[src/hw/rtl/humidity_temp_frame_decoder_assert.svh]
// assertion macros for the sensor frame decoder
`ifndef HUMIDITY_TEMP_FRAME_DECODER_ASSERT_SVH
`define HUMIDITY_TEMP_FRAME_DECODER_ASSERT_SVH

// same-cycle implication, disabled in reset
`define HTFD_ASSERT_NOW(label, clk, rst_n, ante, cons) \
    label: assert property (@(posedge clk) disable iff (!rst_n) (ante) |-> (cons)) \
        else $error("htfd assertion failed");

// next-cycle implication, disabled in reset
`define HTFD_ASSERT_NEXT(label, clk, rst_n, ante, cons) \
    label: assert property (@(posedge clk) disable iff (!rst_n) (ante) |=> (cons)) \
        else $error("htfd assertion failed");

`endif

[src/hw/rtl/htfd_pkg.sv]
// types, constants and crc function for the sensor frame decoder
`timescale 1ns / 1ps

package htfd_pkg;

    localparam int FRAME_BYTES = 7;
    localparam int POS_W       = 3;
    localparam int RAW_W       = 20;
    localparam int CENTI_W     = 16;
    localparam int OFS_W       = 15;
    localparam int CFG_INDEX_W = 1;

    localparam logic [POS_W-1:0] POS_STATUS   = 3'd0;
    localparam logic [POS_W-1:0] POS_HUM_HI   = 3'd1;
    localparam logic [POS_W-1:0] POS_HUM_MID  = 3'd2;
    localparam logic [POS_W-1:0] POS_SPLIT    = 3'd3;
    localparam logic [POS_W-1:0] POS_TEMP_MID = 3'd4;
    localparam logic [POS_W-1:0] POS_TEMP_LO  = 3'd5;
    localparam logic [POS_W-1:0] POS_CRC      = POS_W'(FRAME_BYTES - 1);

    localparam logic [7:0] CRC_INIT = 8'hFF;
    localparam logic [7:0] CRC_POLY = 8'h31;

    // scale factors, result is product >> 20
    localparam int           SCALE_SHIFT = 20;
    localparam logic [13:0]  HUM_SCALE   = 14'd10000;
    localparam logic [14:0]  TEMP_SCALE  = 15'd20000;
    localparam logic signed [CENTI_W-1:0] TEMP_BIAS = 16'sd5000;

    typedef enum logic [1:0] {
        ERR_OK   = 2'd0,
        ERR_ZERO = 2'd1,
        ERR_CRC  = 2'd2
    } err_code_t;

    typedef enum logic [CFG_INDEX_W-1:0] {
        REG_HUM_OFS  = 1'b0,
        REG_TEMP_OFS = 1'b1
    } cfg_index_t;

    function automatic logic [7:0] crc_feed(input logic [7:0] crc, input logic [7:0] b);
        logic [7:0] c;
        c = crc ^ b;
        for (int k = 0; k < 8; k++)
        begin
            if (c[7])
            begin
                c = {c[6:0], 1'b0} ^ CRC_POLY;
            end
            else
            begin
                c = {c[6:0], 1'b0};
            end
        end
        return c;
    endfunction

endpackage

[src/hw/rtl/htfd_ifs.sv]
// item channel interfaces for the sensor frame decoder
`timescale 1ns / 1ps

interface htfd_byte_if;
    logic       valid;
    logic       ready;
    logic [7:0] data_byte;
    logic       frame_start;

    modport source (output valid, output data_byte, output frame_start, input ready);
    modport sink (input valid, input data_byte, input frame_start, output ready);
endinterface

interface htfd_result_if import htfd_pkg::*; ();
    logic                      valid;
    logic                      ready;
    logic [7:0]                status_byte;
    logic [RAW_W-1:0]          humidity_raw;
    logic [RAW_W-1:0]          temperature_raw;
    logic signed [CENTI_W-1:0] humidity_centi;
    logic signed [CENTI_W-1:0] temperature_centi;
    logic [1:0]                error_code;

    modport source (output valid, output status_byte, output humidity_raw,
                    output temperature_raw, output humidity_centi,
                    output temperature_centi, output error_code, input ready);
    modport sink (input valid, input status_byte, input humidity_raw,
                  input temperature_raw, input humidity_centi,
                  input temperature_centi, input error_code, output ready);
endinterface

[src/hw/rtl/humidity_temp_frame_decoder.sv]
// sensor reply frame decoder: crc-8 check, raw unpack, scaled hundredths
//
//  channel  | dir | width           | meaning
//  rx       | in  | 8 + 1           | reply byte and start-of-frame flag
//  result   | out | 8+20+20+16+16+2 | status, raw values, hundredths, error
//  cfg      | in  | 1 index, 15 data| humidity and temperature offsets
//
// one byte accepted per cycle while rx.ready is high; crc, zero check and unpack
// run on the byte as it is taken, the seventh byte loads a check stage, scaling
// and offset add fill the output register from it when the output can advance
// rst_n clears frame position, crc and stage valids; no clearing pass
// a stalled result holds its output register, rx stalls only with both stages full
`timescale 1ns / 1ps

module humidity_temp_frame_decoder
    import htfd_pkg::*;
(
    input  logic                   clk,
    input  logic                   rst_n,
    htfd_byte_if.sink              rx,
    htfd_result_if.source          result,
    input  logic                   cfg_we,
    input  logic [CFG_INDEX_W-1:0] cfg_index,
    input  logic [OFS_W-1:0]       cfg_data
);

    // configuration
    logic signed [OFS_W-1:0] hum_ofs_reg;
    logic signed [OFS_W-1:0] temp_ofs_reg;

    // frame state
    logic [POS_W-1:0] pos_reg;
    logic [7:0]       crc_reg;
    logic             all_zero_reg;
    logic [7:0]       status_reg;
    logic [RAW_W-1:0] hum_acc_reg;
    logic [RAW_W-1:0] temp_acc_reg;

    // check stage
    logic             s1_valid_reg;
    logic [7:0]       s1_status_reg;
    logic [RAW_W-1:0] s1_hum_reg;
    logic [RAW_W-1:0] s1_temp_reg;
    err_code_t        s1_err_reg;
    err_code_t        s1_err_next;

    // output stage
    logic                      out_valid_reg;
    logic [7:0]                out_status_reg;
    logic [RAW_W-1:0]          out_hum_raw_reg;
    logic [RAW_W-1:0]          out_temp_raw_reg;
    logic signed [CENTI_W-1:0] out_hum_reg;
    logic signed [CENTI_W-1:0] out_temp_reg;
    err_code_t                 out_err_reg;
    logic signed [CENTI_W-1:0] out_hum_next;
    logic signed [CENTI_W-1:0] out_temp_next;

    logic             out_adv;
    logic             s1_adv;
    logic             rx_fire;
    logic             last_fire;
    logic [POS_W-1:0] pos_cur;
    logic [7:0]       crc_base;
    logic             zero_base;
    logic             zero_now;
    logic [RAW_W+13:0] hum_prod;
    logic [RAW_W+14:0] temp_prod;
    logic             out_zero_err;
    logic             out_all_zero;
    logic             full_stall;

    assign out_adv  = !out_valid_reg || result.ready;
    assign s1_adv   = !s1_valid_reg || out_adv;
    assign rx.ready = s1_adv;
    assign rx_fire  = rx.valid && rx.ready;

    assign pos_cur   = rx.frame_start ? POS_STATUS : pos_reg;
    assign last_fire = rx_fire && (pos_cur == POS_CRC);
    assign crc_base  = (pos_cur == POS_STATUS) ? CRC_INIT : crc_reg;
    assign zero_base = (pos_cur == POS_STATUS) ? 1'b1 : all_zero_reg;
    assign zero_now  = zero_base && (rx.data_byte == 8'h00);

    always_comb
    begin
        if (zero_now)
        begin
            s1_err_next = ERR_ZERO;
        end
        else if (crc_reg != rx.data_byte)
        begin
            s1_err_next = ERR_CRC;
        end
        else
        begin
            s1_err_next = ERR_OK;
        end
    end

    // configuration writes
    always_ff @(posedge clk or negedge rst_n)
    begin
        if (!rst_n)
        begin
            hum_ofs_reg  <= '0;
            temp_ofs_reg <= '0;
        end
        else if (cfg_we)
        begin
            unique case (cfg_index_t'(cfg_index))
                REG_HUM_OFS:  hum_ofs_reg  <= cfg_data;
                REG_TEMP_OFS: temp_ofs_reg <= cfg_data;
            endcase
        end
    end

    // frame position, crc and zero tracking
    always_ff @(posedge clk or negedge rst_n)
    begin
        if (!rst_n)
        begin
            pos_reg      <= POS_STATUS;
            crc_reg      <= CRC_INIT;
            all_zero_reg <= 1'b1;
        end
        else if (rx_fire)
        begin
            all_zero_reg <= zero_now;
            if (pos_cur == POS_CRC)
            begin
                pos_reg <= POS_STATUS;
            end
            else
            begin
                pos_reg <= pos_cur + POS_W'(1);
                crc_reg <= crc_feed(crc_base, rx.data_byte);
            end
        end
    end

    // byte unpack, every field rewritten once per frame
    always_ff @(posedge clk)
    begin
        if (rx_fire)
        begin
            unique case (pos_cur)
                POS_STATUS:   status_reg <= rx.data_byte;
                POS_HUM_HI:   hum_acc_reg[19:12] <= rx.data_byte;
                POS_HUM_MID:  hum_acc_reg[11:4] <= rx.data_byte;
                POS_SPLIT:
                begin
                    hum_acc_reg[3:0]    <= rx.data_byte[7:4];
                    temp_acc_reg[19:16] <= rx.data_byte[3:0];
                end
                POS_TEMP_MID: temp_acc_reg[15:8] <= rx.data_byte;
                POS_TEMP_LO:  temp_acc_reg[7:0] <= rx.data_byte;
                default:      ;
            endcase
        end
    end

    // check stage
    always_ff @(posedge clk or negedge rst_n)
    begin
        if (!rst_n)
        begin
            s1_valid_reg <= 1'b0;
        end
        else if (s1_adv)
        begin
            s1_valid_reg <= last_fire;
        end
    end

    always_ff @(posedge clk)
    begin
        if (last_fire)
        begin
            s1_status_reg <= status_reg;
            s1_hum_reg    <= hum_acc_reg;
            s1_temp_reg   <= temp_acc_reg;
            s1_err_reg    <= s1_err_next;
        end
    end

    // scaling and offset
    assign hum_prod  = (RAW_W+14)'(s1_hum_reg) * (RAW_W+14)'(HUM_SCALE);
    assign temp_prod = (RAW_W+15)'(s1_temp_reg) * (RAW_W+15)'(TEMP_SCALE);

    assign out_hum_next = $signed({2'b00, hum_prod[SCALE_SHIFT +: 14]})
                        + CENTI_W'(hum_ofs_reg);
    assign out_temp_next = $signed({1'b0, temp_prod[SCALE_SHIFT +: 15]})
                         - TEMP_BIAS + CENTI_W'(temp_ofs_reg);

    always_ff @(posedge clk or negedge rst_n)
    begin
        if (!rst_n)
        begin
            out_valid_reg <= 1'b0;
        end
        else if (out_adv)
        begin
            out_valid_reg <= s1_valid_reg;
        end
    end

    always_ff @(posedge clk)
    begin
        if (out_adv && s1_valid_reg)
        begin
            out_status_reg   <= s1_status_reg;
            out_hum_raw_reg  <= s1_hum_reg;
            out_temp_raw_reg <= s1_temp_reg;
            out_hum_reg      <= out_hum_next;
            out_temp_reg     <= out_temp_next;
            out_err_reg      <= s1_err_reg;
        end
    end

    assign result.valid             = out_valid_reg;
    assign result.status_byte       = out_status_reg;
    assign result.humidity_raw      = out_hum_raw_reg;
    assign result.temperature_raw   = out_temp_raw_reg;
    assign result.humidity_centi    = out_hum_reg;
    assign result.temperature_centi = out_temp_reg;
    assign result.error_code        = out_err_reg;

    assign out_zero_err = out_valid_reg && (out_err_reg == ERR_ZERO);
    assign out_all_zero = (out_status_reg == 8'h00) && (out_hum_raw_reg == '0)
                        && (out_temp_raw_reg == '0);
    assign full_stall   = s1_valid_reg && out_valid_reg && !result.ready;

    `include "humidity_temp_frame_decoder_assert.svh"

    `HTFD_ASSERT_NEXT(a_last_loads, clk, rst_n, last_fire, s1_valid_reg)
    `HTFD_ASSERT_NOW(a_pos_range, clk, rst_n, 1'b1, pos_reg <= POS_CRC)
    `HTFD_ASSERT_NOW(a_zero_fields, clk, rst_n, out_zero_err, out_all_zero)
    `HTFD_ASSERT_NOW(a_stall_cause, clk, rst_n, !rx.ready, full_stall)

endmodule

[src/flat_wrapper.sv]
// flat-port wrapper written by rule: the top's interface ports become plain ports
module humidity_temp_frame_decoder_flat import htfd_pkg::*;
  (clk, rst_n, cfg_we, cfg_index, cfg_data, rx_valid, rx_data_byte, rx_frame_start, rx_ready, result_valid, result_status_byte, result_humidity_raw, result_temperature_raw, result_humidity_centi, result_temperature_centi, result_error_code, result_ready);
  htfd_byte_if rx_i ();
  htfd_result_if result_i ();
  input  logic clk;
  input  logic rst_n;
  input  logic cfg_we;
  input  logic [CFG_INDEX_W-1:0] cfg_index;
  input  logic [OFS_W-1:0] cfg_data;
  input wire logic [$bits(rx_i.valid)-1:0] rx_valid;
  input wire logic [$bits(rx_i.data_byte)-1:0] rx_data_byte;
  input wire logic [$bits(rx_i.frame_start)-1:0] rx_frame_start;
  output wire logic [$bits(rx_i.ready)-1:0] rx_ready;
  output wire logic [$bits(result_i.valid)-1:0] result_valid;
  output wire logic [$bits(result_i.status_byte)-1:0] result_status_byte;
  output wire logic [$bits(result_i.humidity_raw)-1:0] result_humidity_raw;
  output wire logic [$bits(result_i.temperature_raw)-1:0] result_temperature_raw;
  output wire logic [$bits(result_i.humidity_centi)-1:0] result_humidity_centi;
  output wire logic [$bits(result_i.temperature_centi)-1:0] result_temperature_centi;
  output wire logic [$bits(result_i.error_code)-1:0] result_error_code;
  input wire logic [$bits(result_i.ready)-1:0] result_ready;
  assign rx_i.valid = rx_valid;
  assign rx_i.data_byte = rx_data_byte;
  assign rx_i.frame_start = rx_frame_start;
  assign rx_ready = rx_i.ready;
  assign result_valid = result_i.valid;
  assign result_status_byte = result_i.status_byte;
  assign result_humidity_raw = result_i.humidity_raw;
  assign result_temperature_raw = result_i.temperature_raw;
  assign result_humidity_centi = result_i.humidity_centi;
  assign result_temperature_centi = result_i.temperature_centi;
  assign result_error_code = result_i.error_code;
  assign result_i.ready = result_ready;
  humidity_temp_frame_decoder u_core (.clk(clk), .rst_n(rst_n), .rx(rx_i), .result(result_i), .cfg_we(cfg_we), .cfg_index(cfg_index), .cfg_data(cfg_data));
endmodule
[config.mk]
export PLATFORM = sky130hd
export DESIGN_NAME = humidity_temp_frame_decoder_flat
export DESIGN_NICKNAME = d
export VERILOG_FILES = /design/src/hw/rtl/htfd_pkg.sv /design/src/hw/rtl/htfd_ifs.sv /design/src/hw/rtl/humidity_temp_frame_decoder.sv /design/src/flat_wrapper.sv
export VERILOG_INCLUDE_DIRS = /design/src /design/src/hw/rtl
export SDC_FILE = /design/constraint.sdc
export NUM_CORES = 1
export LEC_CHECK = 0
export BUFFER_PORTS_ARGS = -buffer_cell sky130_fd_sc_hd__buf_2
export CAP_MARGIN = 20
export CORE_UTILIZATION = 30
export CTS_BUF_LIST = sky130_fd_sc_hd__clkbuf_8 sky130_fd_sc_hd__clkbuf_16
export DETAILED_ROUTE_END_ITERATION = 12
export PLACE_DENSITY_LB_ADDON = 0.12
export SYNTH_ARGS = -nofsm -noshare
export SYNTH_HDL_FRONTEND = slang
export SYNTH_SLANG_ARGS = --single-unit
export TNS_END_PERCENT = 100
[constraint.sdc]
create_clock -name clk -period 12.33 [get_ports clk]
set_clock_uncertainty 0.05 [all_clocks]
set_input_delay 0 -clock clk [delete_from_list [all_inputs] [get_ports clk]]
set_output_delay 0 -clock clk [all_outputs]
set_load 0.01 [all_outputs]
## Word level (Yosys, flattened, before mapping)

Index checks and enable logic that the tools add are counted.

| storage, ports and cells | value |
|---|---|
| flip-flop bits (word level) | 224 |
| bits of input ports | 30 |

| cells by class | value |
|---|---|
| add/subtract/negate cells | 4 |
| multipliers | 2 |
| equality and inequality tests | 7 |
| mux-type cells | 27 |
| bitwise logic cells | 11 |
| reductions and logical operators | 19 |

Operators with widths:

| cell | count |
|---|---|
| 8-bit two-way mux | 15 |
| 20-bit by 10-bit multiplier with 30-bit output (second input constant) | 2 |
| 6-bit two-way mux | 8 |
| 3-bit inverter | 8 |
| 2-bit AND reduction | 9 |
| 15-bit by 15-bit adder with 16-bit output | 1 |
| 16-bit by 15-bit adder with 16-bit output | 1 |
| 15-bit by 13-bit subtractor with 16-bit output (second input constant) | 1 |
| 3-bit == test (second input constant) | 3 |
| 8-bit logical NOT | 1 |
| 8-bit != test | 1 |
| 8-bit bitwise XOR | 1 |
| 3-bit by 2-bit == test with 1-bit output (second input constant) | 2 |
| 3-bit two-way mux | 2 |
| 1-bit logical AND | 4 |
| 3-bit by 1-bit adder with 3-bit output (second input constant) | 1 |
| 3-bit by 1-bit == test with 1-bit output (second input constant) | 1 |
| 3-bit logical NOT | 1 |
| 1-bit logical NOT | 2 |
| 1-bit logical OR | 2 |
| 2-bit two-way mux | 1 |
| 1-bit inverter | 2 |
| 1-bit two-way mux | 1 |

## Longest topological paths before layout

Gate-level depths: netlist (run 1).

| logic depth | value |
|---|---|
| word-level depth | 34 |
| mapped depth | 30 |

## Worst setup path after synthesis (run 1)

OpenSTA, ideal clock, no wires.

| timing | value |
|---|---|
| path type | reg-to-reg |
| from | register u_core.s1_temp_reg[9] |
| to | register u_core.out_temp_reg[15] (netlist: u_core.result.temperature_centi[15]), data pin |
| library setup time | 269 ps |
| arrival time | 5801 ps |
| slack | 6209 ps |
| stages on the path, launching flop included | 26 |
| clock period less this slack | 6121 ps |
| path through | edfxtp_1 inv_1 fa_1 inv_1 ha_1 fa_1 ha_1 inv_1 fa_1 inv_1 ha_1 o21ai_1 a21oi_1 a221oi_4 a31oi_4 a221oi_4 o21ai_2 o21a_1 nor2_2 xor2_1 ha_1 inv_1 ha_1 or4b_2 o211ai_1 a311oi_1 |

| between the ends | value |
|---|---|
| cells in the longest elaborated chain, start to end | 3 |

RTL lines:

| element | line | RTL |
|---|---|---|
| start: declaration | humidity_temp_frame_decoder.sv:43 | `logic [RAW_W-1:0] s1_temp_reg;` |
| start signal: assignment | humidity_temp_frame_decoder.sv:180 | `s1_temp_reg <= temp_acc_reg;` |
| 20-bit by 10-bit multiplier with 30-bit output | humidity_temp_frame_decoder.sv:187 | `assign temp_prod = (RAW_W+15)'(s1_temp_reg) * (RAW_W+15)'(TEMP_SCALE);` |
| 15-bit by 13-bit subtractor with 16-bit output | humidity_temp_frame_decoder.sv:192 | `- TEMP_BIAS + CENTI_W'(temp_ofs_reg);` |
| 16-bit by 15-bit adder with 16-bit output | humidity_temp_frame_decoder.sv:192 |  |
| via u_core.out_temp_next[15] | humidity_temp_frame_decoder.sv:56 | `logic signed [CENTI_W-1:0] out_temp_next;` |
| end signal: assignment | humidity_temp_frame_decoder.sv:214 | `out_temp_reg <= out_temp_next;` |
| end: declaration | humidity_temp_frame_decoder.sv:53 | `logic signed [CENTI_W-1:0] out_temp_reg;` |

The timed path passes the listed nets, and every way through them passes these cells.
A chain may end at the register's enable or synchronous reset.

## Worst setup path in the final report (run 1)

| timing | value |
|---|---|
| from | register u_core.s1_temp_reg[5] |
| to | register u_core.out_temp_reg[14] (netlist: u_core.result.temperature_centi[14]), data pin |

The elaborated chain is that of the path after synthesis.

==> metrics, run 1 <==
run status=finished clean; Tcrit/Tclk final=55.9%; worst-skew pair later-pin latency=570 ps; die area=50200 sq um; DRC violation count after routing=0; sequential share of the synthesized area=between 40 and 50%; post-synth top area cell=edfxtp_1; Comb pwr share=21.0%; busiest grt layer=met2; RSZ-0062 raised after global routing=false; CTS tree=done; Worst Tran Pin Value=856 ps; Reg clk slew, reported paths=approximately 60 ps; post-route setup TNS=0 ps; f_max=approximately 140 MHz; Num CTS Buffers=28; required time worst endpoint=between 10000 and 15000 ps; port buffer count=113; relative slew slack=between 40% and 50%; initial drt markers=around 330; clock power share=37.3%; Critical Path Start Type=flop; HP Class=in2reg; Starting Density=30.7%; pwr dens=roughly 130 nW/um^2; type of the worst setup path=reg2reg; Final #Nets=1709; synth-to-layout area growth=17.7%; FFs w/ async S/R, synth=19.6%; Rows=80; CP dominant cell by count=ha_1; maxcap violations=0; first-pass GRT wire length=50.5 mm; sw power=0.627 mW; met2 Use GR=22.3%; final slew viol count=0; Routed Antenna Nets=0; clk sink count=~220; CP startpoint=u_core.s1_temp_reg[5]; post-CTS sizing=0; area occupied by multi-input gates=7250 sq um; Post-CTS Setup Bufs=0; Syn Area/Cell=between 10 and 15 sq um; Critical Path End=u_core.result.temperature_centi[14]; final setup vio count=0; GRT overflow=0; layout cells sized above 1=15.4%; Yosys top cell area share=36.6%; crit path DAT=7270 ps; Yosys Warn Count=0; crit end category=flop; Crit-path slowest cell=fa_1; Top FF cell, synth=edfxtp_1; Post-synth EDFFs=180; largest net degree at the start of global routing=56; vias in the first global route=9201; P_leak=7.91 nW; root buf cell=clkbuf_16; Pre-antenna DRT Iters=5; net count after synthesis=1540; worst reg-to-reg setup slack=about 5400 ps; DP Wirelength=24.3 mm; initial antenna violation count=0; GP Congestion=approximately 0.76; Seq pwr share=between 40% and 50%; Ports=114; die width=224 microns; CP max stage delay=between 500 and 600 ps; Post-CTS Hold Buffers=29; Reg2Reg Depth=26; chip height=224 microns; depth of the CTS H-tree=1; Int Pwr=1.58 mW; top cells by area, synth=edfxtp_1 37%, ha_1 17%, fa_1 13%, inv_1 6.7%, dfrtp_1 5.9%; switching power share of the total=around 28%; GR Util met3=2.16%; Max VDD drop=between 0.1 and 0.15 mV; via count of the routed design=just under 9000; most frequent cells in the layout=267 x inv_1, 204 x ha_1, 180 x edfxtp_1; final WL=31.9 mm; Design Power=2.20 mW; Fillers=4814; post-synthesis cell area=14800 sq um; library cells used by synthesis=63; via density per instance=4.35; Final Hold Fails=0; met1 usage=17.1%; clk buf depth=3; r2r endpoint=u_core.result.temperature_centi[14]; r2r startpoint=u_core.s1_temp_reg[5]; Wirelength per Cell=15.5 microns; All-Layer GR Usage=13.0%; core footprint=48100 sq um; commonest non-fill, non-tap cell in the layout=inv_1; Mapped Cells=1212; Worst Path Max Fanout=4; min cycle time layout=between 6000 and 7000 ps; sequential cell area=6520 sq um; Yosys reg bits=224
## power groups by stage
stage | Clock (mW) | Sequential [mW] | Combinational [mW]
after global placement | 0 | 0.935 | 0.458
after floorplan | 0 | 0.920 | 0.362
final | 0.821 | 0.920 | 0.462
after CTS | 0.859 | 0.921 | 0.472
after global routing | 0.883 | 0.926 | 0.531
after detailed placement | 0 | 0.935 | 0.461
## cells in the mapped netlist (8+ instances only)
cell and count:
o21ai_1 13, ha_1 204, dfstp_2 9, clkbuf_1 8, xor2_1 27, xnor2_1 51, o21ai_0 19, fa_1 94
mux2_2 32, a21oi_1 38, nand2_1 41, nor3_1 12, inv_1 264, nor2_1 51, edfxtp_1 180, nand3_1 9
nand2b_1 12, a21o_1 11, dfrtp_1 35
## metal layers
layer / share of wire, % / vias up / wire (microns)
li1: - / 4427 / -
met5: 0 / - / 0
met4: 2.3 / 0 / 718
met2: 48 / 135 / 15400
met3: 4.0 / 42 / 1270
met1: 45 / 4346 / 14500
## cell type report
class                           instances  share of cell area (%)
Clock inverter                         22                    1.22
Timing Repair Buffer                  147                    5.14
Clock buffer                           28                    4.03
Tap cell                              656                    4.72
Multi-Input combinational cell        716                    41.7
Antenna cell                            1                  0.0144
Sequential cell                       224                    37.5
Inverter                              264                    5.70
## worst max-delay path: cells and delay by family, from the launching register on
family / cells / cell delay, ps
adders and majority gates: 8 / 2880
AOI/OAI and AO/OA: 12 / 2620
DFF: 1 / 480
and+or+nand+nor: 3 / 340
buffers and inverters: 2 / 200
xor gates and xnor gates: 1 / 180
## cell families (layout without fill, tap and decap cells)
kind of cell | count (synthesis) | in the layout | synth area share (%)
AO/OA/AOI/OAI | 128 | 128 | 5.84
multiplexers | 35 | 35 | 2.64
adder cells (fa/ha/maj) | 298 | 298 | 30.0
AND/OR/NAND/NOR | 177 | 177 | 5.91
other | 0 | 1 | 0
XOR/XNOR | 78 | 78 | 4.62
buffers and inverters | 272 | 461 | 6.91
flip-flops | 224 | 224 | 44.1
## how the worst min path moves through the flow
stage	start	to	slack, ps	depth (start not counted)
finish	cfg_data[14]	u_core.hum_ofs_reg[14]	190	3
global route	cfg_data[14]	u_core.temp_ofs_reg[14]	180	3
CTS	cfg_data[14]	u_core.hum_ofs_reg[14]	160	3
detailed placement	rst_n	u_core.result.valid	110	2
global placement	rst_n	u_core.result.valid	110	2
floorplan	rst_n	u_core.hum_ofs_reg[0]	-350	0
## stage by stage
| stage | utilization [%] | area (sq um) | cells | setup slack, ps | hold WS [ps] |
|---|---|---|---|---|---|
| after floorplan | - | 14800 | 1212 | 6210 | -346 |
| after global placement | 33.6 | 16200 | 1978 | 5480 | 107 |
| after detailed placement | 33.6 | 16200 | 1978 | 5380 | 107 |
| after CTS | 36.1 | 17400 | 2057 | 5340 | 158 |
| after global routing | 36.1 | 17400 | 2057 | 4790 | 184 |
| final | 36.1 | 17400 | 2058 | 5430 | 188 |
Power figures use the tool's default switching activity.
==> run 2, diff against run 1 <==
--- a/config.mk
+++ b/config.mk
@@ -6,6 +6,7 @@
 export SDC_FILE = /design/constraint.sdc
 export NUM_CORES = 1
 export LEC_CHECK = 0
+export ABC_AREA = 1
 export BUFFER_PORTS_ARGS = -buffer_cell sky130_fd_sc_hd__buf_2
 export CAP_MARGIN = 20
 export CORE_UTILIZATION = 30
==> constraint.sdc (replaced) <==
create_clock -name clk -period 6.4 [get_ports clk]
set_clock_uncertainty 0.05 [all_clocks]
set_input_delay 0 -clock clk [delete_from_list [all_inputs] [get_ports clk]]
set_output_delay 0 -clock clk [all_outputs]
set_load 0.01 [all_outputs]
==> run 2 against run 1 <==
Compared with the run above:
- the run now ends with hold timing left
- core utilization about the same
- wire length increased by 16%
- clock power increased by 110%
- cell count increased by 18%
- power increased by 120%
- critical endpoint is now u_core.result.temperature_centi[11]
==> metrics, run 2 <==
run status=complete, but fails checks; failing checks=hold timing; Yosys top cell area share=34.6% (-2.0 points); crit end category=flop; Max VDD drop=0.205 mV (+60%); post-route setup TNS=0 ps (unchanged); Yosys reg bits=224 (unchanged); final setup margin=337 ps (-5100 ps); sequential cell area=6520 sq um (unchanged); HP Class=in2async; root buf cell=clkbuf_16; f_max=165 MHz (+14%); post-synthesis cell area=15600 sq um (+5.8%); Worst Path Max Fanout=4 (unchanged); DP Wirelength=29.1 mm (+20%); Num CTS Buffers=28 (unchanged); worst-skew pair later-pin latency=590 ps (+20 ps); most common cell in the synthesized netlist=inv_1; r2r endpoint=u_core.result.temperature_centi[11]; Routed Antenna Nets=0 (unchanged); layout cells sized above 1=13.0% (-2.4 points); GP Congestion=0.804 (+6.4%); post-synth top area cell=edfxtp_1; fin util=36.1% (about the same); All-Layer GR Usage=14.2% (+1.1 points); Top FF cell, synth=edfxtp_1; area occupied by multi-input gates=7790 sq um (+7.5%); crit path DAT=6310 ps (-960 ps); worst reg-to-reg setup slack=340 ps (-5100 ps); fin cells=2434 (+18%); synth-to-layout area growth=18.8%; CP max stage delay=510 ps (-40 ps); GRT overflow=0 (unchanged); sequential share of the synthesized area=41.7% (-2.4 points); maxcap violations=0 (unchanged); Rows=83 (+3.8%); Mapped Cells=1542 (+27%); Yosys Warn Count=0 (unchanged); P_leak=8.99 nW (+14%); core footprint=51400 sq um (+6.8%); CP dominant cell by count=inv_1; FFs w/ async S/R, synth=19.6% (unchanged); net count after synthesis=1870 (+21%); final WL=36.9 mm (+16%); antenna cells=0 (-1); Crit-path slowest cell=fa_1; Tcrit/Tclk final=94.7% (+39 points); first-pass GRT wire length=58.7 mm (+16%); final slew viol count=0 (unchanged); Final Hold Fails=1 (+1); r2r startpoint=u_core.s1_temp_reg[5]; Design Power=4.87 mW (+120%); clk sink count=224 (unchanged); chip height=230 microns (+2.8%); port buffer count=113 (unchanged); via count of the routed design=10500 (+18%); commonest non-fill, non-tap cell in the layout=inv_1; most frequent cells in the layout=352 x inv_1, 248 x nand2_1, 202 x ha_1; Hold WS=-0.250 ps (-189 ps); Post-synth top cells=352 x inv_1, 248 x nand2_1, 204 x ha_1, 180 x edfxtp_1, 94 x fa_1; Wirelength per Cell=15.2 microns (-2.1%); placed inst area=17200 sq um (+6.1%); CTS tree=done; Worst Tran Pin Value=951 ps (+95.6 ps); Critical Path Start Type=flop; initial antenna violation count=0 (unchanged); initial drt markers=472 (+41%); placed cell count=2346 (+19%); top cells by area, synth=edfxtp_1 35%, ha_1 16%, fa_1 12%, inv_1 8.5%, nand2_1 6.0%; die area=53000 sq um (+5.7%); Ports=114 (unchanged); Reg clk slew, reported paths=60 ps (about the same); library cells used by synthesis=40 (-37%); Pre-antenna DRT Iters=5 (unchanged); pwr dens=263 nW/um^2 (+110%); via density per instance=4.32 (-0.59%); Starting Density=30.4% (-0.29 points); largest net degree at the start of global routing=58 (+3.6%); type of the worst setup path=reg2reg; final setup vio count=0 (unchanged); DP Worst Slack=325 ps (-5050 ps); Final #Nets=2060 (+21%); clk buf depth=3 (unchanged); required time worst endpoint=6650 ps (-6060 ps); fin area=18600 sq um (+6.8%); Reg2Reg Depth=28 (+7.7%); vias in the first global route=10800 (+18%); Post-synth EDFFs=180 (unchanged); CP startpoint=u_core.s1_temp_reg[5]; DRC violation count after routing=0 (unchanged); Critical Path End=u_core.result.temperature_centi[11]; Syn Area/Cell=10.1 sq um (-17%); min cycle time layout=6060 ps (-834 ps); die width=230 microns (+2.8%); relative slew slack=36.4% (-6.5 points); depth of the CTS H-tree=1 (unchanged); Fillers=5224 (+8.5%)
-- run 2: cells by family (layout without fill, tap and decap cells) --
family,Yosys count,after routing,share of synthesized area (%)
AOI/OAI and AO/OA,197,197,6.91
buffers and inverters,367,579,8.87
adders and majority gates,298,298,28.4
DFF,224,224,41.7
and+or+nand+nor,399,399,10.8
xor gates and xnor gates,57,57,3.34
-- run 2: critical path, delay by kind of cell (launching register included) --
kind / cells / cell delay (ps)
buffers and inverters: 6 / 390
xor gates and xnor gates: 2 / 340
adders and majority gates: 9 / 3100
AOI/OAI and AO/OA: 6 / 1080
and+or+nand+nor: 5 / 430
DFF: 1 / 410
-- run 2: layout make-up --
cell class / instances / share of cell area (%)
multi-input combinational: 951 / 42.0
timing repair buffer: 169 / 5.69
clock buffer: 28 / 3.77
inverter: 358 / 7.24
sequential: 224 / 35.1
tap: 680 / 4.58
clock inverter: 24 / 1.64
-- run 2: where the power goes --
| part | internal [mW] | switching, mW |
|---|---|---|
| clock network | 1.04 | 0.651 |
| logic | 0.537 | 0.870 |
| registers | 1.72 | 0.0470 |
-- run 2: repair_timing --
item                                    in CTS  in global routing
hold endpoints to repair                   130                  0
hold buffers                                28                  0
endpoints found under the setup margin       0                  5
buffers inserted                             0                  8
resized for setup                            0                  8
-- run 2: how the worst min path moves through the flow --
stage / to / slack, ps / depth (start not counted)
detailed placement: u_core.pos_reg[2] / 100 / 2
global placement: u_core.pos_reg[2] / 100 / 2
CTS: u_core.pos_reg[0] / 2 / 3
finish: u_core.pos_reg[0] / -0.2 / 3
floorplan: u_core.hum_ofs_reg[0] / -350 / 0
global route: u_core.result.valid / 30 / 3
-- run 2: per-layer routing --
metal	vias to the layer above	track usage, %	wire length (microns)
li1	5406	-	-
met4	0	3.13	653
met5	-	0	0
met2	156	22.9	16500
met1	4928	19.8	18400
met3	33	2.29	1340
==> run 3, diff against run 2 <==
--- a/config.mk
+++ b/config.mk
@@ -9,7 +9,7 @@
 export ABC_AREA = 1
 export BUFFER_PORTS_ARGS = -buffer_cell sky130_fd_sc_hd__buf_2
 export CAP_MARGIN = 20
-export CORE_UTILIZATION = 30
+export CORE_UTILIZATION = 55
 export CTS_BUF_LIST = sky130_fd_sc_hd__clkbuf_8 sky130_fd_sc_hd__clkbuf_16
 export DETAILED_ROUTE_END_ITERATION = 12
 export PLACE_DENSITY_LB_ADDON = 0.12
==> run 3 against run 2 <==
Compared with the run above:
- the flow now finishes without violations
- clock power down 18%
- final area down 3.8%
- flip-flop and latch count unchanged
- non-clock buffer count down 10
- sequential share of layout area up 1.4 points
- fmax up 0.58%
- sequential power about the same
- largest power group unchanged
==> metrics, run 3 (synthesized netlist as in run 2, its figures left out) <==
Max VDD drop=0.258 mV (+26%); r2r endpoint=u_core.result.temperature_centi[11]; Final #Nets=2046 (-0.68%); initial antenna violation count=2 (+2); die width=171 microns (-26%); GP Congestion=0.911 (+13%); required time worst endpoint=6620 ps (-30 ps); relative slew slack=29.5% (-7.0 points); r2r startpoint=u_core.s1_temp_reg[9]; worst-skew pair later-pin latency=520 ps (-70 ps); min cycle time layout=6030 ps (-35.1 ps); crit path DAT=6250 ps (-60 ps); pwr dens=258 nW/um^2 (-1.6%); core footprint=27900 sq um (-46%); die area=29100 sq um (-45%); maxcap violations=0 (unchanged); post-route setup TNS=0 ps (unchanged); largest net degree at the start of global routing=54 (-6.9%); clk buf depth=3 (unchanged); Num CTS Buffers=24 (-14%); placed cell count=2037 (-13%); Critical Path End=u_core.result.temperature_centi[11]; antenna cells=0 (unchanged); type of the worst setup path=reg2reg; run status=finished clean; RSZ-0062 raised after global routing=false; via count of the routed design=10900 (+3.6%); GRT overflow=0 (unchanged); area occupied by multi-input gates=7760 sq um (-0.45%); first-pass GRT wire length=56.4 mm (-3.9%); Final Hold Fails=0 (-1); Reg clk slew, reported paths=70 ps (about the same); placed inst area=16700 sq um (-2.5%); CP startpoint=u_core.s1_temp_reg[9]; Pre-antenna DRT Iters=5 (unchanged); worst reg-to-reg setup slack=370 ps (+40 ps); Tcrit/Tclk final=94.2% (-0.55 points); initial drt markers=755 (+60%); Cells on Worst Hold Path=4; via density per instance=5.16 (+19%); Wirelength per Cell=16.8 microns (+11%); synth-to-layout area growth=14.3%; depth of the CTS H-tree=1 (unchanged); f_max=166 MHz (+0.58%); Reg2Reg Depth=27 (-3.6%); sequential cell area=6520 sq um (unchanged); fin cells=2114 (-13%); crit end category=flop; Ports=114 (unchanged); Starting Density=56.1% (+26 points); P_leak=8.85 nW (-1.6%); Worst Path Max Fanout=6 (+2); root buf cell=clkbuf_16; chip height=171 microns (-26%); commonest non-fill, non-tap cell in the layout=inv_1; Fillers=2303 (-56%); final slew viol count=0 (unchanged); HP Class=in2reg; Routed Antenna Nets=0 (unchanged); port buffer count=113 (unchanged); All-Layer GR Usage=25.6% (+11 points); Rows=61 (-27%); CTS tree=done; DRC violation count after routing=0 (unchanged); vias in the first global route=10600 (-1.8%); layout cells sized above 1=12.2% (-0.84 points); clk sink count=224 (unchanged); fin area=17900 sq um (-3.8%); final WL=35.6 mm (-3.6%); final setup vio count=0 (unchanged); Critical Path Start Type=flop; most frequent cells in the layout=352 x inv_1, 248 x nand2_1, 203 x ha_1; hold_sp=rx_valid; DP Wirelength=28.7 mm (-1.3%); Worst Tran Pin Value=1060 ps (+104 ps)
[run 3: changes by cell type in the layout (fill, tap and decap cells not counted), moves of 3 or more]
cell	delta
o21ai_0	-3
inv_6	+5
bufinv_16	-4
clkbuf_16	-3
buf_4	-9
[run 3: what timing repair did]
item	CTS	global route
hold buffers	26	0
setup buffers	0	6
hold endpoints to repair	129	0
setup endpoints to repair	0	3
resized for setup	0	6
[run 3: worst max-delay path: stages (launching register included)]
cell and delay [ps]:
edfxtp_1 400, inv_1 130, fa_1 550, inv_1 40, ha_1 270, fa_1 440, ha_1 280, inv_1 40
fa_1 480, inv_1 40, ha_2 380, nand2_1 110, or3_1 350, o211ai_1 210, xor2_1 100, ha_1 290
ha_1 190, inv_1 70, fa_1 450, inv_1 70, nand3_1 60, nand2_1 150, nand2_1 70, nand2_1 60
o21ai_1 100, o21ai_2 190, a21oi_1 100, xnor2_1 130
[run 3: worst min path at each step]
| stage | slack [ps] | end |
|---|---|---|
| global placement | 70 | u_core.result.valid |
| floorplan | -350 | u_core.hum_ofs_reg[0] |
| detailed placement | 80 | u_core.result.valid |
| global route | 90 | u_core.all_zero_reg |
| CTS | 20 | u_core.all_zero_reg |
| finish | 40 | u_core.all_zero_reg |
[run 3: routing by layer]
metal | vias up | global-route usage, % | wire length, microns
li1 | 5375 | - | -
met1 | 5176 | 39.8 | 17700
met2 | 316 | 37.8 | 15000
met3 | 35 | 3.54 | 2310
met4 | 0 | 5.44 | 623
met5 | - | 0 | 0
[run 3: cell type report]
class	count	area share [%]
sequential	224	36.5
clock inverter	19	0.987
multi-input combinational	951	43.4
tap	378	2.65
clock buffer	25	3.50
inverter	358	7.52
timing repair buffer	159	5.46
[run 3: per-stage QoR]
stage                     total power, mW  worst slack [ps]  hold WS [ps]  util (%)
final                                4.61               372          39.1      64.2
after global routing                 4.91              13.4          90.8      64.2
after CTS                            4.62               205          16.8      63.9
after detailed placement             3.20               229          80.3      60.1
after global placement               3.18               341          73.8      60.1
after floorplan                      2.84               680          -346         -
[run 3: where the power goes]
group          switching, mW  internal, mW
clock                  0.596         0.805
sequential            0.0548          1.72
combinational          0.886         0.549
total                   1.54          3.08
